<file path="config.mk">
export PLATFORM = sky130hd
export DESIGN_NAME = gc_region_evacuation_select_unit
export DESIGN_NICKNAME = d
export VERILOG_FILES = /design/src/rtl/gres_pkg.sv /design/src/rtl/gres_front.sv /design/src/rtl/gres_queue.sv /design/src/rtl/gres_back.sv /design/src/rtl/gc_region_evacuation_select_unit.sv
export SDC_FILE = /design/constraint.sdc
export NUM_CORES = 1
export LEC_CHECK = 0
export BUFFER_PORTS_ARGS = -buffer_cell sky130_fd_sc_hd__buf_2
export CAP_MARGIN = 15
export CORE_UTILIZATION = 30
export DETAILED_ROUTE_END_ITERATION = 6
export SLEW_MARGIN = 20
export SYNTH_ARGS = -nofsm -noshare
export SYNTH_HDL_FRONTEND = slang
export SYNTH_SLANG_ARGS = --single-unit
</file>
<file path="constraint.sdc">
create_clock -name clk -period 6.8 [get_ports clk]
set_input_delay 0.68 -clock clk [delete_from_list [all_inputs] [get_ports clk]]
set_output_delay 0.68 -clock clk [all_outputs]
set_load 0.1 [all_outputs]
</file>
<file path="src/rtl/gres_pkg.sv">
// Package for the region evacuation select unit.
// Holds the field widths, code enums, queue entry and status structs shared by all modules.
// No dependencies.
`default_nettype none

package gres_pkg;

  // Region geometry and field widths.
  localparam int unsigned REGION_BYTES = 262144;
  localparam int unsigned REGION_CNT   = 4096;
  localparam int unsigned REGION_SHIFT = $clog2(REGION_BYTES);
  localparam int unsigned LIVE_W       = 31;
  localparam int unsigned ALLOC_W      = 31;
  localparam int unsigned THR_W        = 7;
  localparam int unsigned TAIL_W       = 12;
  localparam int unsigned TAIL_MAX     = (1 << TAIL_W) - 1;

  // Region count spanned by an allocation: ceil(alloc / REGION_BYTES).
  localparam int unsigned SPAN_W       = ALLOC_W - REGION_SHIFT + 1;
  localparam int unsigned PERCENT_SCALE = 100;
  localparam int unsigned THR_RESET     = 75;
  localparam int unsigned LSCALE_W     = LIVE_W + 7;
  localparam int unsigned RPROD_W      = THR_W + SPAN_W;
  localparam int unsigned CMP_W        = RPROD_W + REGION_SHIFT;

  // Queue between front and back.
  localparam int unsigned QUEUE_DEPTH  = 2;
  localparam int unsigned QPTR_W       = $clog2(QUEUE_DEPTH);
  localparam int unsigned QCNT_W       = $clog2(QUEUE_DEPTH + 1);

  // Stream widths.
  localparam int unsigned IN_TDATA_W   = 64;
  localparam int unsigned IN_TUSER_W   = 2;
  localparam int unsigned OUT_TDATA_W  = 8;

  // Configuration port.
  localparam int unsigned CFG_IDX_W    = 1;
  localparam int unsigned CFG_DATA_W   = THR_W;

  typedef enum logic [CFG_IDX_W-1:0] {
    CFG_FORCE     = 1'b0,
    CFG_THRESHOLD = 1'b1
  } cfg_index_t;

  typedef enum logic [1:0] {
    KIND_FREE  = 2'd0,
    KIND_ALLOC = 2'd1,
    KIND_HEAD  = 2'd2,
    KIND_TAIL  = 2'd3
  } region_kind_t;

  typedef enum logic [1:0] {
    DEC_FREE = 2'd0,
    DEC_EVAC = 2'd1,
    DEC_KEEP = 2'd2
  } decision_t;

  // One classified region as it waits for the back end.
  typedef struct packed {
    region_kind_t             kind;
    logic                     newly;
    logic                     live_valid;
    logic                     last;
    logic                     live_zero;
    logic [TAIL_W-1:0]        head_tails;
    logic [LSCALE_W-1:0]      live_scaled;
    logic [RPROD_W-1:0]       thr_spans;
  } queue_entry_t;

  // Back end status seen by the top level checks.
  typedef struct packed {
    logic pop_last;
    logic tails_zero;
  } back_status_t;

endpackage

`default_nettype wire

</file>
<file path="src/rtl/gres_front.sv">
// Front end of the region evacuation select unit: accepts descriptors, computes
// the scaled live count, the threshold product and the head tail count.
// Depends on gres_pkg.
`default_nettype none

module gres_front (
  input  wire logic                              clk,
  input  wire logic                              rst_n,
  input  wire logic                              in_tvalid,
  output logic                                   in_tready,
  input  wire logic [gres_pkg::IN_TDATA_W-1:0]   in_tdata,
  input  wire logic [gres_pkg::IN_TUSER_W-1:0]   in_tuser,
  input  wire logic                              in_tlast,
  input  wire logic [gres_pkg::THR_W-1:0]        threshold,
  input  wire logic                              q_full,
  output logic                                   push,
  output gres_pkg::queue_entry_t                 push_entry
);

  logic                                  f_vld_r;
  logic                                  f_vld_nxt;
  gres_pkg::queue_entry_t                f_ent_r;
  gres_pkg::queue_entry_t                f_ent_nxt;
  logic                                  accept;
  logic [gres_pkg::LIVE_W-1:0]           live;
  logic [gres_pkg::ALLOC_W-1:0]          alloc;
  logic [gres_pkg::ALLOC_W:0]            alloc_up;
  logic [gres_pkg::SPAN_W-1:0]           spans;
  logic [gres_pkg::SPAN_W-1:0]           spans_m1;
  logic [gres_pkg::TAIL_W-1:0]           tails;

  assign in_tready = !f_vld_r || !q_full;
  assign accept    = in_tvalid && in_tready;
  assign push      = f_vld_r && !q_full;
  assign push_entry = f_ent_r;

  // Field extraction: newly, live_valid, live_bytes, bytes_allocated from the lowest bit.
  assign live  = in_tdata[2 +: gres_pkg::LIVE_W];
  assign alloc = in_tdata[2 + gres_pkg::LIVE_W +: gres_pkg::ALLOC_W];

  // Round the allocation up to whole regions.
  assign alloc_up = {1'b0, alloc} + (gres_pkg::ALLOC_W + 1)'(gres_pkg::REGION_BYTES - 1);
  assign spans    = alloc_up[gres_pkg::ALLOC_W:gres_pkg::REGION_SHIFT];
  assign spans_m1 = spans - gres_pkg::SPAN_W'(1);

  // Tails after a head, saturating; an empty head expects none.
  always_comb begin
    if (spans == '0) begin
      tails = '0;
    end else if (32'(spans_m1) > 32'(gres_pkg::TAIL_MAX)) begin
      tails = gres_pkg::TAIL_W'(gres_pkg::TAIL_MAX);
    end else begin
      tails = gres_pkg::TAIL_W'(spans_m1);
    end
  end

  // Build the classified entry.
  always_comb begin
    f_ent_nxt             = f_ent_r;
    f_vld_nxt             = f_vld_r && !push;
    if (accept) begin
      f_vld_nxt              = 1'b1;
      f_ent_nxt.kind         = gres_pkg::region_kind_t'(in_tuser[1:0]);
      f_ent_nxt.newly        = in_tdata[0];
      f_ent_nxt.live_valid   = in_tdata[1];
      f_ent_nxt.last         = in_tlast;
      f_ent_nxt.live_zero    = (live == '0);
      f_ent_nxt.head_tails   = tails;
      f_ent_nxt.live_scaled  = gres_pkg::LSCALE_W'(live) *
                               gres_pkg::LSCALE_W'(gres_pkg::PERCENT_SCALE);
      f_ent_nxt.thr_spans    = gres_pkg::RPROD_W'(threshold) *
                               gres_pkg::RPROD_W'(spans);
    end
  end

  always_ff @(posedge clk) begin
    if (!rst_n) begin
      f_vld_r <= 1'b0;
    end else begin
      f_vld_r <= f_vld_nxt;
    end
  end

  always_ff @(posedge clk) begin
    f_ent_r <= f_ent_nxt;
  end

endmodule

`default_nettype wire

</file>
<file path="src/rtl/gres_queue.sv">
// Short queue of classified regions between the front and back ends.
// Depends on gres_pkg.
`default_nettype none

module gres_queue (
  input  wire logic                         clk,
  input  wire logic                         rst_n,
  input  wire logic                         push,
  input  wire gres_pkg::queue_entry_t       push_entry,
  output logic                              full,
  input  wire logic                         pop,
  output logic                              q_valid,
  output gres_pkg::queue_entry_t            q_entry,
  output logic [gres_pkg::QCNT_W-1:0]       count
);

  gres_pkg::queue_entry_t                slot_r [gres_pkg::QUEUE_DEPTH];
  logic [gres_pkg::QPTR_W-1:0]           wr_ptr_r;
  logic [gres_pkg::QPTR_W-1:0]           wr_ptr_nxt;
  logic [gres_pkg::QPTR_W-1:0]           rd_ptr_r;
  logic [gres_pkg::QPTR_W-1:0]           rd_ptr_nxt;
  logic [gres_pkg::QCNT_W-1:0]           count_r;
  logic [gres_pkg::QCNT_W-1:0]           count_nxt;

  assign full    = (32'(count_r) == 32'(gres_pkg::QUEUE_DEPTH));
  assign q_valid = (count_r != '0);
  assign q_entry = slot_r[rd_ptr_r];
  assign count   = count_r;

  // Pointer wrap and occupancy update.
  always_comb begin
    wr_ptr_nxt = wr_ptr_r;
    rd_ptr_nxt = rd_ptr_r;
    count_nxt  = count_r;
    if (push) begin
      wr_ptr_nxt = (32'(wr_ptr_r) == 32'(gres_pkg::QUEUE_DEPTH - 1)) ? '0
                 : wr_ptr_r + gres_pkg::QPTR_W'(1);
    end
    if (pop) begin
      rd_ptr_nxt = (32'(rd_ptr_r) == 32'(gres_pkg::QUEUE_DEPTH - 1)) ? '0
                 : rd_ptr_r + gres_pkg::QPTR_W'(1);
    end
    if (push && !pop) begin
      count_nxt = count_r + gres_pkg::QCNT_W'(1);
    end else if (pop && !push) begin
      count_nxt = count_r - gres_pkg::QCNT_W'(1);
    end
  end

  always_ff @(posedge clk) begin
    if (!rst_n) begin
      wr_ptr_r <= '0;
      rd_ptr_r <= '0;
      count_r  <= '0;
    end else begin
      wr_ptr_r <= wr_ptr_nxt;
      rd_ptr_r <= rd_ptr_nxt;
      count_r  <= count_nxt;
    end
  end

  // Entry storage.
  always_ff @(posedge clk) begin
    if (push) begin
      slot_r[wr_ptr_r] <= push_entry;
    end
  end

endmodule

`default_nettype wire

</file>
<file path="src/rtl/gres_back.sv">
// Back end of the region evacuation select unit: tracks large object tails,
// makes the evacuation decision and holds the result register.
// Depends on gres_pkg.
`default_nettype none

module gres_back (
  input  wire logic                              clk,
  input  wire logic                              rst_n,
  input  wire logic                              q_valid,
  input  wire gres_pkg::queue_entry_t            q_entry,
  output logic                                   pop,
  input  wire logic                              force_all,
  output logic                                   out_tvalid,
  input  wire logic                              out_tready,
  output logic [gres_pkg::OUT_TDATA_W-1:0]       out_tdata,
  output gres_pkg::back_status_t                 status
);

  logic                           o_vld_r;
  logic                           o_vld_nxt;
  gres_pkg::decision_t            o_dec_r;
  logic                           o_err_r;
  logic [gres_pkg::TAIL_W-1:0]    tails_r;
  logic [gres_pkg::TAIL_W-1:0]    tails_nxt;
  logic                           hev_r;
  logic                           hev_nxt;
  gres_pkg::decision_t            dec;
  logic                           err;
  logic                           below;
  logic                           evac;

  assign pop        = q_valid && (!o_vld_r || out_tready);
  assign out_tvalid = o_vld_r;
  assign out_tdata  = {(gres_pkg::OUT_TDATA_W - 3)'(0), o_err_r, o_dec_r};
  assign status.pop_last   = pop && q_entry.last;
  assign status.tails_zero = (tails_r == '0);

  // Live percentage test against the threshold times the rounded allocation.
  assign below = gres_pkg::CMP_W'(q_entry.live_scaled) <
                 {q_entry.thr_spans, gres_pkg::REGION_SHIFT'(0)};

  // Evacuation judgment for allocated regions and heads.
  always_comb begin
    if (force_all || q_entry.newly) begin
      evac = 1'b1;
    end else if (!q_entry.live_valid) begin
      evac = 1'b0;
    end else if (q_entry.kind == gres_pkg::KIND_HEAD) begin
      evac = q_entry.live_zero;
    end else begin
      evac = below;
    end
  end

  // Tail tracking and decision.
  always_comb begin
    dec       = gres_pkg::DEC_FREE;
    err       = 1'b0;
    tails_nxt = tails_r;
    hev_nxt   = hev_r;
    if (tails_r != '0 && q_entry.kind == gres_pkg::KIND_TAIL) begin
      dec       = hev_r ? gres_pkg::DEC_EVAC : gres_pkg::DEC_KEEP;
      tails_nxt = tails_r - gres_pkg::TAIL_W'(1);
    end else begin
      err       = (tails_r != '0);
      tails_nxt = '0;
      unique case (q_entry.kind)
        gres_pkg::KIND_FREE: begin
          dec = gres_pkg::DEC_FREE;
        end
        gres_pkg::KIND_TAIL: begin
          err = 1'b1;
          dec = force_all ? gres_pkg::DEC_EVAC : gres_pkg::DEC_KEEP;
        end
        gres_pkg::KIND_HEAD: begin
          dec       = evac ? gres_pkg::DEC_EVAC : gres_pkg::DEC_KEEP;
          tails_nxt = q_entry.head_tails;
          hev_nxt   = evac;
        end
        default: begin
          dec = evac ? gres_pkg::DEC_EVAC : gres_pkg::DEC_KEEP;
        end
      endcase
    end
    // End of pass clears tail tracking.
    if (q_entry.last) begin
      err       = err || (tails_nxt != '0);
      tails_nxt = '0;
      hev_nxt   = 1'b0;
    end
  end

  assign o_vld_nxt = pop || (o_vld_r && !out_tready);

  always_ff @(posedge clk) begin
    if (!rst_n) begin
      o_vld_r <= 1'b0;
      tails_r <= '0;
      hev_r   <= 1'b0;
    end else begin
      o_vld_r <= o_vld_nxt;
      if (pop) begin
        tails_r <= tails_nxt;
        hev_r   <= hev_nxt;
      end
    end
  end

  // Result payload.
  always_ff @(posedge clk) begin
    if (pop) begin
      o_dec_r <= dec;
      o_err_r <= err;
    end
  end

endmodule

`default_nettype wire

</file>
<file path="src/rtl/gc_region_evacuation_select_unit.sv">
// Top level of the region evacuation select unit: configuration registers,
// front end, queue and back end. Depends on gres_pkg, gres_front, gres_queue, gres_back.
`default_nettype none

// Takes one region descriptor per cycle while in_tready is high, in address
// order, and returns one decision per region (free, evacuate, keep in place)
// plus an order error flag for broken large object tail sequences.
// Throughput is one item per clock while neither the input nor the result
// is stalled. An accepted item is held in the front register (which forms
// live*100 and threshold*regions spanned), moves into the two-entry queue
// and is then decided by the back end into the result register that drives
// out_tvalid. The back end's tail counter and head evacuation flag are the
// only state carried from item to item. When the result is held off, up
// to four items are in flight (front register, two queue entries and the
// result register) before in_tready drops. The last_region flag travels on
// in_tlast and ends the pass. Configuration must be written only while no
// items are in flight. There is no clearing pass after reset.
module gc_region_evacuation_select_unit (
  input  wire logic                              clk,
  input  wire logic                              rst_n,
  // Configuration write port.
  input  wire logic                              cfg_we,
  input  wire logic [gres_pkg::CFG_IDX_W-1:0]    cfg_index,
  input  wire logic [gres_pkg::CFG_DATA_W-1:0]   cfg_wdata,
  // Region descriptor stream.
  input  wire logic                              in_tvalid,
  output logic                                   in_tready,
  // tdata: newly_allocated, live_valid, live_count[30:0], alloc_size[30:0]
  input  wire logic [gres_pkg::IN_TDATA_W-1:0]   in_tdata,
  // tuser: region_kind[1:0]
  input  wire logic [gres_pkg::IN_TUSER_W-1:0]   in_tuser,
  input  wire logic                              in_tlast,
  // Decision stream.
  output logic                                   out_tvalid,
  input  wire logic                              out_tready,
  // tdata: decision[1:0], order_error, zero padding
  output logic [gres_pkg::OUT_TDATA_W-1:0]       out_tdata
);

  logic                              force_r;
  logic                              force_nxt;
  logic [gres_pkg::THR_W-1:0]        thr_r;
  logic [gres_pkg::THR_W-1:0]        thr_nxt;
  logic                              push;
  gres_pkg::queue_entry_t            push_entry;
  logic                              q_full;
  logic                              pop;
  logic                              q_valid;
  gres_pkg::queue_entry_t            q_entry;
  logic [gres_pkg::QCNT_W-1:0]       q_count;
  gres_pkg::back_status_t            bstat;

  // Configuration register decode.
  always_comb begin
    force_nxt = force_r;
    thr_nxt   = thr_r;
    if (cfg_we) begin
      unique case (gres_pkg::cfg_index_t'(cfg_index))
        gres_pkg::CFG_FORCE:     force_nxt = cfg_wdata[0];
        gres_pkg::CFG_THRESHOLD: thr_nxt   = cfg_wdata[gres_pkg::THR_W-1:0];
        default: begin
          force_nxt = force_r;
        end
      endcase
    end
  end

  always_ff @(posedge clk) begin
    if (!rst_n) begin
      force_r <= 1'b0;
      thr_r   <= gres_pkg::THR_W'(gres_pkg::THR_RESET);
    end else begin
      force_r <= force_nxt;
      thr_r   <= thr_nxt;
    end
  end

  gres_front u_front (
    .clk        (clk),
    .rst_n      (rst_n),
    .in_tvalid  (in_tvalid),
    .in_tready  (in_tready),
    .in_tdata   (in_tdata),
    .in_tuser   (in_tuser),
    .in_tlast   (in_tlast),
    .threshold  (thr_r),
    .q_full     (q_full),
    .push       (push),
    .push_entry (push_entry)
  );

  gres_queue u_queue (
    .clk        (clk),
    .rst_n      (rst_n),
    .push       (push),
    .push_entry (push_entry),
    .full       (q_full),
    .pop        (pop),
    .q_valid    (q_valid),
    .q_entry    (q_entry),
    .count      (q_count)
  );

  gres_back u_back (
    .clk        (clk),
    .rst_n      (rst_n),
    .q_valid    (q_valid),
    .q_entry    (q_entry),
    .pop        (pop),
    .force_all  (force_r),
    .out_tvalid (out_tvalid),
    .out_tready (out_tready),
    .out_tdata  (out_tdata),
    .status     (bstat)
  );

`ifndef NO_ASSERTIONS
  // The queue never holds more than its depth.
  assert property (@(posedge clk) disable iff (!rst_n)
    32'(q_count) <= 32'(gres_pkg::QUEUE_DEPTH))
    else $error("queue occupancy above depth");

  // Input backpressure only comes from a full queue.
  assert property (@(posedge clk) disable iff (!rst_n)
    !in_tready |-> q_full)
    else $error("input stalled while queue has room");

  // A region marked last leaves no tails pending.
  assert property (@(posedge clk) disable iff (!rst_n)
    bstat.pop_last |=> bstat.tails_zero)
    else $error("tail count survived end of pass");

  // A valid result never carries the unused decision code.
  assert property (@(posedge clk) disable iff (!rst_n)
    out_tvalid |-> out_tdata[1:0] != 2'd3)
    else $error("invalid decision code");
`endif

endmodule

`default_nettype wire

</file>
==> results.cfg, run 1 <==
[run_status]
outcome = finished, final reports clean

[route]
via_count = 9543
detail_route.vias_per_cell = 4.56
drc_errors = 0
routedWlPerCell_um = 14.0
drtAntennaViolNets = 0
firstDrtPassIters = 4
drt_first_iter_violations = 373
routed_wl_um = 29300

[layout]
finalNetCount = 1756
num-fill-cells = 4912
final_cell_area_um2 = 16800
post_route_cells_drive_above_1_share_pct = 12.6
area_delta_synth_final_pct = 12.6
multiInputGateArea_um2 = 7990
n_antenna_cell = 0
finish.utilization_pct = 34.3
final-instance-count-excl-fill = 2094
register_area_um2 = 5970

[die]
floorplan.die.width_um = 225
ios = 90
floorplan.die_area_um2 = 50700
dieHeight_um = 225
coreArea_um2 = 49100
initial_core_util_pct = 30.4
row_count = 81

[global_routing]
antenna_found_initial = 0
grt_pass1_wl_um = 48800
groute.usage.overall_pct = 11.8
pin_count_of_the_biggest_net_entering_global_routing = 61
first_global_vias = 9876
gr-total-overflow = 0

[clocking]
cts.reportedPaths.clkPinSlew_ps = 60
cts_hold_buffers = 0
clock_sink_count = 208
cts_root_buffer = clkbuf_16
numCtsBuffers = 20
tritoncts = built
post_cts_resize_count = 0
cts-htree-levels = 1
ctsLongestPathBuffers = 3
cts.repair_timing.setup_buffer_count = 0
clk_latency_ps = 480

[placement]
finalWeightedCongestion = 0.832
hpwl_after_dpl_um = 22700
placed_cells_incl_taps = 2059
placed_cell_area_um2 = 16200
place.port_buffers = 84

[setup_path]
slowest_cell_on_the_critical_path = fa_1
timing.setup.critical_path_class = input port to register
critical_path_data_required_time_ps = 7020
worstPathMaxFanout = 6
critPathArrivalTime_ps = 6400
critical_path.most_common_cell = fa_1
critical_path.max_stage_delay_ps = 520
ordered_cell_list_for_the_critical_path = buf_2 -> nor3_1 -> a31oi_4 -> o21ai_0 -> nor2b_1 -> nand3_1 -> xor2_1 -> buf_4 -> nor2b_1 -> fa_1 -> fa_1 -> fa_1 -> inv_1 -> fa_1 -> inv_1 -> ha_1 -> a21o_1 -> a21o_1 -> a21oi_1 -> nor2_1 -> a221oi_1 -> a21oi_1 -> a211oi_1 -> xnor2_1
timing.critical_path.from_type = input port
worst_setup_path_end_kind = register

[yosys]
synth_enable_flop_cells = 180
ys_dominant_reg_cell = edfxtp_1
syn-mean-instance-area_um2 = 11.3
ys.warnings.count = 0
yosys-top-cells-area = edfxtp_1 (36%), ha_1 (15%), fa_1 (11%), inv_1 (5.7%), dfxtp_1 (3.8%)
synth.largest_area_cell = edfxtp_1
postSynth.asyncResetShare_pct = 0
unique_masters_post_synth = 71
post-synth-top-area-fraction_pct = 36.2
netlist_area_um2 = 14900
syn-instance-count = 1325
yosysSeqAreaShare_pct = 39.9
ff_latch_count_synth = 208

[timing]
setup_tns_ps = 0
final_max_slew_viol_count = 0
min_period_over_period_pct = 90.8
period_needed_ps = 6170
achievable-frequency_mhz = 162
tightestPinTransition_ps = 851
grt_setup_unrepaired = false
report.final.setup_viol = 0
skew_ps = 9.48
final_hold_viol_count = 0
timing.max_slew.rel_slack_pct = 43.1

[pwr]
static-leakage-power_nw = 7.22
power_density_over_cell_area_nw_per_um2 = 307
ir_worst_vdd_mv = 0.173
finalPower_mw = 5.16

[run]
maxCapViolations = 0

[min_path]
min_path_type = input port to register
[flip-flops by register name, indices dropped and copies added, names as in the netlist, named ones only]
name and cells:
u_queue.rd_ptr_r 1, thr_r 7, force_r 1, u_back.o_dec_r 2
u_back.out_tvalid 1, u_front.f_vld_r 1, u_queue.wr_ptr_r 1, u_front.push_entry 59
u_back.tails_r 12, u_queue.count 2, u_back.o_err_r 1, u_back.hev_r 1
u_queue.slot_r 118
[per-stage QoR]
stage	hold WS (ps)	worst slack [ps]
5_1_grt	355	198
2_1_floorplan	421	522
4_1_cts	354	662
6_report	371	628
3_5_place_dp	430	165
3_3_place_gp	424	241
[kinds of logic after synthesis]
kind of cell	share of synthesized area, %
AOI/OAI and AO/OA	8.65
xor gates and xnor gates	3.93
adders and majority gates	25.9
buffers and inverters	6.75
DFF	39.9
muxes	3.86
other	0.0251
and+or+nand+nor	10.9
[where the power goes]
group | total, mW | leakage (nW) | internal (mW) | switching, mW
sequential | 1.90 | 1.90 | 1.76 | 0.141
combinational | 2.21 | 5.01 | 0.915 | 1.29
clock | 1.06 | 0.310 | 0.624 | 0.432
[synthesized netlist by cell type (all sizes together) (3+ instances only)]
| cell type | n |
|---|---|
| a2111oi | 5 |
| a211o | 4 |
| a211oi | 6 |
| a21boi | 9 |
| a21o | 16 |
| a21oi | 49 |
| a221oi | 3 |
| a22oi | 12 |
| a311oi | 3 |
| a31oi | 4 |
| and2 | 24 |
| and3 | 4 |
| buf | 12 |
| clkbuf | 24 |
| dfxtp | 28 |
| edfxtp | 180 |
| fa | 84 |
| ha | 175 |
| inv | 225 |
| mux2 | 21 |
| mux2i | 34 |
| nand2 | 60 |
| nand2b | 25 |
| nand3 | 22 |
| nand3b | 3 |
| nand4 | 11 |
| nor2 | 35 |
| nor2b | 73 |
| nor3 | 17 |
| nor4 | 12 |
| o2111ai | 4 |
| o21a | 7 |
| o21ai | 20 |
| o21bai | 4 |
| o22ai | 10 |
| o311ai | 3 |
| or4 | 5 |
| xnor2 | 43 |
| xor2 | 24 |
[cell usage in the layout (no fill, tap or decap), types with 4 or more instances in the layout]
cell type  instances
a2111oi_0          4
a211o_1            4
a211oi_1           6
a21boi_0           8
a21o_1            16
a21oi_1           39
a21oi_2           10
a22oi_1           12
and2_1            23
buf_2             84
buf_4             18
clkbuf_1           5
clkbuf_16         21
conb_1             5
dfxtp_1           27
edfxtp_1         180
fa_1              84
ha_1             175
inv_1            225
mux2_2            21
mux2i_1           34
nand2_1           60
nand2b_1          25
nand3_1           22
nand4_1           11
nor2_1            32
nor2b_1           73
nor3_1            16
nor4_1            11
o2111ai_1          4
o21a_1             7
o21ai_0           20
o21bai_1           4
o22ai_1           10
xnor2_1           43
xor2_1            24
[worst max-delay path, delay by kind of cell]
| family | cells | cell delay, ps |
|---|---|---|
| compound gates | 8 | 1870 |
| xor+xnor | 2 | 310 |
| fa+ha+maj | 5 | 2310 |
| buf+inv | 4 | 380 |
| simple gates | 5 | 850 |
[path summary, 6_finish.rpt]
path                                        startpoint                endpoint  slack (ps)  cells past startpoint
worst min-delay path                       in_tdata[0]  u_front.push_entry[74]         370                      1
worst min register to register  u_front.push_entry[72]   u_queue.slot_r[1][70]         440                      0
worst max-delay path                      in_tdata[33]  u_front.push_entry[20]         630                     24
worst max register to register                thr_r[4]  u_front.push_entry[20]        1500                     16
[cell type report]
type | count | share of cell area, %
multi-input combinational | 860 | 47.5
sequential | 208 | 35.5
inverter | 225 | 5.02
tap | 664 | 4.94
clock buffer | 28 | 3.40
timing repair buffer | 102 | 3.30
clock inverter | 7 | 0.357
[routing by layer]
metal	routed length (µm)	track usage (%)	part of all wire [%]
met1	13300	15.1	45
met2	14700	21.0	50
met3	580	0.939	2.0
met4	705	3.55	2.4
met5	0	0	0
Power figures use the tool's default switching activity.
==> inputs of run 2 (changes only) <==
--- a/config.mk
+++ b/config.mk
@@ -5,6 +5,7 @@
 export SDC_FILE = /design/constraint.sdc
 export NUM_CORES = 1
 export LEC_CHECK = 0
+export ABC_AREA = 1
 export BUFFER_PORTS_ARGS = -buffer_cell sky130_fd_sc_hd__buf_2
 export CAP_MARGIN = 15
 export CORE_UTILIZATION = 30
==> results.cfg, run 2 <==
[route]
drc_errors = 0
firstDrtPassIters = 5
drt_first_iter_violations = 542
routed_wl_um = 34400
drtAntennaViolNets = 0
via_count = 11300
detail_route.vias_per_cell = 4.56
routedWlPerCell_um = 13.9

[clocking]
cts.repair_timing.setup_buffer_count = 0
ctsLongestPathBuffers = 3
cts.reportedPaths.clkPinSlew_ps = 60
numCtsBuffers = 24
post_cts_resize_count = 0
clk_latency_ps = 520
cts_hold_buffers = 0
clock_sink_count = 208
cts-htree-levels = 1
cts_root_buffer = clkbuf_16
tritoncts = built

[die]
floorplan.die.width_um = 230
floorplan.die_area_um2 = 53000
ios = 90
row_count = 83
coreArea_um2 = 51400
initial_core_util_pct = 30.4
dieHeight_um = 230

[timing]
skew_ps = 15.1
timing.max_slew.rel_slack_pct = 31.2
final_hold_viol_count = 0
tightestPinTransition_ps = 1020
min_period_over_period_pct = 85.6
period_needed_ps = 5820
grt_setup_unrepaired = false
postLayoutSetupSlackWorst_ps = 979
achievable-frequency_mhz = 172
report.final.setup_viol = 0
setup_tns_ps = 0
finalHoldWorstSlack_ps = 354
final_max_slew_viol_count = 0

[yosys]
yosysSeqAreaShare_pct = 38.2
unique_masters_post_synth = 50
synth.largest_area_cell = edfxtp_1
synth_enable_flop_cells = 180
ys_dominant_reg_cell = edfxtp_1
synth.cells.most_frequent = inv_1 (305), nand2_1 (285), edfxtp_1 (180)
yosys-top-cells-area = edfxtp_1 (35%), ha_1 (14%), fa_1 (11%), inv_1 (7.3%), nand2_1 (6.8%)
post-synth-top-area-fraction_pct = 34.6
netlist_area_um2 = 15600
syn-instance-count = 1689
syn-mean-instance-area_um2 = 9.25
ff_latch_count_synth = 208
yosys.cell_count.top_type = inv_1
ys.warnings.count = 0
postSynth.asyncResetShare_pct = 0

[setup_path]
timing.setup.critical_path_class = input port to register
critical_path_data_required_time_ps = 7060
worstPathMaxFanout = 17
slowest_cell_on_the_critical_path = fa_1
critical_path.max_stage_delay_ps = 530
critical_path.most_common_cell = nand2_1
timing.critical_path.from_type = input port
critPathArrivalTime_ps = 6080
worst_setup_path_end_kind = register

[layout]
finish.utilization_pct = 34.3
post_route_cells_drive_above_1_share_pct = 11.1
final_common_cell = inv_1
final-instance-count-excl-fill = 2477
area_delta_synth_final_pct = 12.9
num-fill-cells = 5216
final_cell_area_um2 = 17700
finalNetCount = 2117
largest_reg_flops = 118
top_register = u_queue.slot_r
layout_common_cells = inv_1 (304), nand2_1 (285), edfxtp_1 (180)

[global_routing]
groute.usage.overall_pct = 13.1
first_global_vias = 11600
gr-total-overflow = 0
antenna_found_initial = 0
grt_pass1_wl_um = 57400
pin_count_of_the_biggest_net_entering_global_routing = 61

[placement]
placed_cell_area_um2 = 16800
placed_cells_incl_taps = 2432
hpwl_after_dpl_um = 27300
dp_worst_setup_slack_ps = 470
finalWeightedCongestion = 0.881
place.port_buffers = 84

[pwr]
static-leakage-power_nw = 8.13
ir_worst_vdd_mv = 0.159
finalPower_mw = 6.04
power_density_over_cell_area_nw_per_um2 = 342

[min_path]
min_path_type = input port to register

[run_status]
outcome = finished, final reports clean

[run]
maxCapViolations = 0
run 2: cell count changes after synthesis, moves of 25 or more:
cell,change
a21oi_1,+43
inv_1,+80
nand2_1,+225
nand2b_1,-25
nor2_1,+143
nor2_2,+27
nor2b_1,-73
o21ai_0,+45
xnor2_1,-32
run 2: worst paths after layout:
check | slack (ps) | end | from | cells past startpoint
max reg2reg | 1540 | u_front.push_entry[18] | thr_r[3] | 20
max | 980 | u_front.push_entry[18] | in_tdata[50] | 27
min | 350 | u_front.push_entry[76] | in_tuser[1] | 1
min reg2reg | 440 | u_queue.slot_r[1][73] | u_front.push_entry[75] | 0
run 2: cell families after synthesis:
family | count (synthesis) | share of synthesized area [%]
AND/OR/NAND/NOR | 615 | 17.4
flip-flops | 208 | 38.2
adder cells (fa/ha/maj) | 259 | 24.8
buffers and inverters | 338 | 8.41
XOR/XNOR | 50 | 2.80
other | 1 | 0.0240
AO/OA/AOI/OAI | 198 | 7.15
multiplexers | 20 | 1.28
run 2: cell type report:
| type | instances | area [µm²] | share of cell area [%] |
|---|---|---|---|
| repair buffers | 90 | 465 | 2.64 |
| inverters | 307 | 1150 | 6.53 |
| clock buffers | 31 | 627 | 3.55 |
| well taps | 680 | 851 | 4.82 |
| flip-flops and latches | 208 | 5970 | 33.8 |
| multi-input cells | 1147 | 8380 | 47.5 |
| diodes | 1 | 2.50 | 0.0142 |
| clock inverters | 13 | 209 | 1.18 |
run 2: metal layers:
metal	routed length, µm	vias to the layer above	global-route usage, %
li1	-	5665	-
met3	1590	32	2.02
met1	16100	5398	17.6
met5	0	-	0
met4	348	0	2.28
met2	16300	193	22.4
run 2: critical path: cells and delay by family:
kind / cells / cell delay (ps)
AO/OA/AOI/OAI: 4 / 930
XOR/XNOR: 1 / 140
adder cells (fa/ha/maj): 5 / 2410
buffers and inverters: 6 / 360
AND/OR/NAND/NOR: 11 / 1560
run 2: report_power, final:
group,switching (mW),internal (mW),total [mW]
registers,0.105,1.81,1.91
logic,1.79,0.999,2.79
clock network,0.494,0.846,1.34
total,2.39,3.65,6.04
==> inputs of run 3 (changes only) <==
==> constraint.sdc (replaced) <==
create_clock -name clk -period 6.8 [get_ports clk]
set_input_delay 1.36 -clock clk [delete_from_list [all_inputs] [get_ports clk]]
set_output_delay 1.36 -clock clk [all_outputs]
set_load 0.1 [all_outputs]
==> results.cfg, run 3 (synthesis results as in run 2) <==
[clocking]
tritoncts = built
clock_sink_count = 208
cts.repair_timing.setup_buffer_count = 0
cts_hold_buffers = 0
numCtsBuffers = 24
cts-htree-levels = 1
cts.reportedPaths.clkPinSlew_ps = 60
post_cts_resize_count = 0
ctsLongestPathBuffers = 3
cts_root_buffer = clkbuf_16
clk_latency_ps = 520

[die]
ios = 90
floorplan.die_area_um2 = 53000
dieHeight_um = 230
floorplan.die.width_um = 230
initial_core_util_pct = 30.4
coreArea_um2 = 51400
row_count = 83

[route]
via_count = 11200
firstDrtPassIters = 5
routedWlPerCell_um = 13.7
detail_route.vias_per_cell = 4.51
highest_layer = met4
met2_wirelength_um = 15900
met3_length_um = 1290
drc_errors = 0
routed_wl_um = 34100
drt_first_iter_violations = 583
met1_length_um = 16400
drtAntennaViolNets = 0

[setup_path]
critPathArrivalTime_ps = 6480
reg2reg_from = thr_r[6]
worst_setup_path_end_kind = register
timing.critical_path.from_type = input port
timing.setup.critical_path_class = input port to register
critical_path_buf_inv_count = 6
worstPathMaxFanout = 14
startpoint = in_tdata[33]
timing.critical_path.max_delay_family = adder cells
slowest_cell_on_the_critical_path = fa_1
critical_path.max_stage_delay_ps = 530
critical_path_data_required_time_ps = 7060

[layout]
area_delta_synth_final_pct = 13.6
final_common_cell = inv_1
n_antenna_cell = 0
post_route_cells_drive_above_1_share_pct = 12.0
largest_reg_flops = 118
final-instance-count-excl-fill = 2490
top_register = u_queue.slot_r
finalNetCount = 2131
layout_common_cells = inv_1 (304), nand2_1 (285), edfxtp_1 (180)

[min_path]
min_path_type = register to register
hp-start = u_front.push_entry[59]

[timing]
grt_setup_unrepaired = false
period_needed_ps = 6220
report.final.setup_viol = 0
final_max_slew_viol_count = 0
setup_tns_ps = 0
tightestPinTransition_ps = 910
min_period_over_period_pct = 91.4
timing.max_slew.rel_slack_pct = 38.8
skew_ps = 11.0
achievable-frequency_mhz = 161
final_hold_viol_count = 0

[global_routing]
grt_pass1_wl_um = 55900
first_global_vias = 11300
gr-total-overflow = 0
groute.usage.overall_pct = 12.9
pin_count_of_the_biggest_net_entering_global_routing = 61
antenna_found_initial = 0

[run_status]
outcome = finished, final reports clean

[pwr]
ir_worst_vdd_mv = 0.172
static-leakage-power_nw = 8.20
finalPower_mw = 6.07
power_density_over_cell_area_nw_per_um2 = 342

[run]
maxCapViolations = 0

[placement]
finalWeightedCongestion = 0.895
place.port_buffers = 84
hpwl_after_dpl_um = 27100
placed_cells_incl_taps = 2446
==> run 3: cell type report <==
| type | instances | area [µm²] |
|---|---|---|
| fill | 5220 | 33600 |
| sequential | 208 | 5970 |
| timing repair buffer | 104 | 571 |
| multi-input combinational | 1147 | 8380 |
| clock inverter | 19 | 233 |
| inverter | 307 | 1150 |
| tap | 680 | 851 |
| clock buffer | 25 | 604 |
==> run 3: worst paths after layout <==
| path | end | slack, ps | cells after the start |
|---|---|---|---|
| worst max-delay path | u_front.push_entry[18] | 580 | 27 |
| worst min-delay path | u_queue.slot_r[0][57] | 440 | 0 |
| worst max register to register | u_front.push_entry[18] | 1570 | 18 |
| worst min register to register | u_queue.slot_r[0][57] | 440 | 0 |
==> run 3: through the flow <==
| step | cell area, µm² | setup slack [ps] | hold WS [ps] | util [%] |
|---|---|---|---|---|
| final | 17800 | 582 | 440 | 34.5 |
| after global routing | 17800 | 136 | 444 | 34.5 |
| after CTS | 17800 | 607 | 434 | 34.5 |
| after detailed placement | 16900 | 65.3 | 430 | 32.9 |
| after global placement | 16900 | 177 | 423 | 32.9 |
| after floorplan | 15600 | 586 | 421 | - |
==> run 3: power breakdown <==
group          switching [mW]  internal [mW]  leakage (nW)  total, mW
clock network           0.512          0.809         0.412       1.32
registers               0.106           1.81          1.90       1.91
logic                    1.80           1.03          5.89       2.84
total                    2.42           3.65          8.20       6.07
==> run 3: routing by layer <==
layer | GRT usage (%) | up-vias
met2 | 21.5 | 183
met5 | 0 | -
met1 | 18.0 | 5310
li1 | - | 5700
met3 | 1.31 | 36
met4 | 2.57 | 0
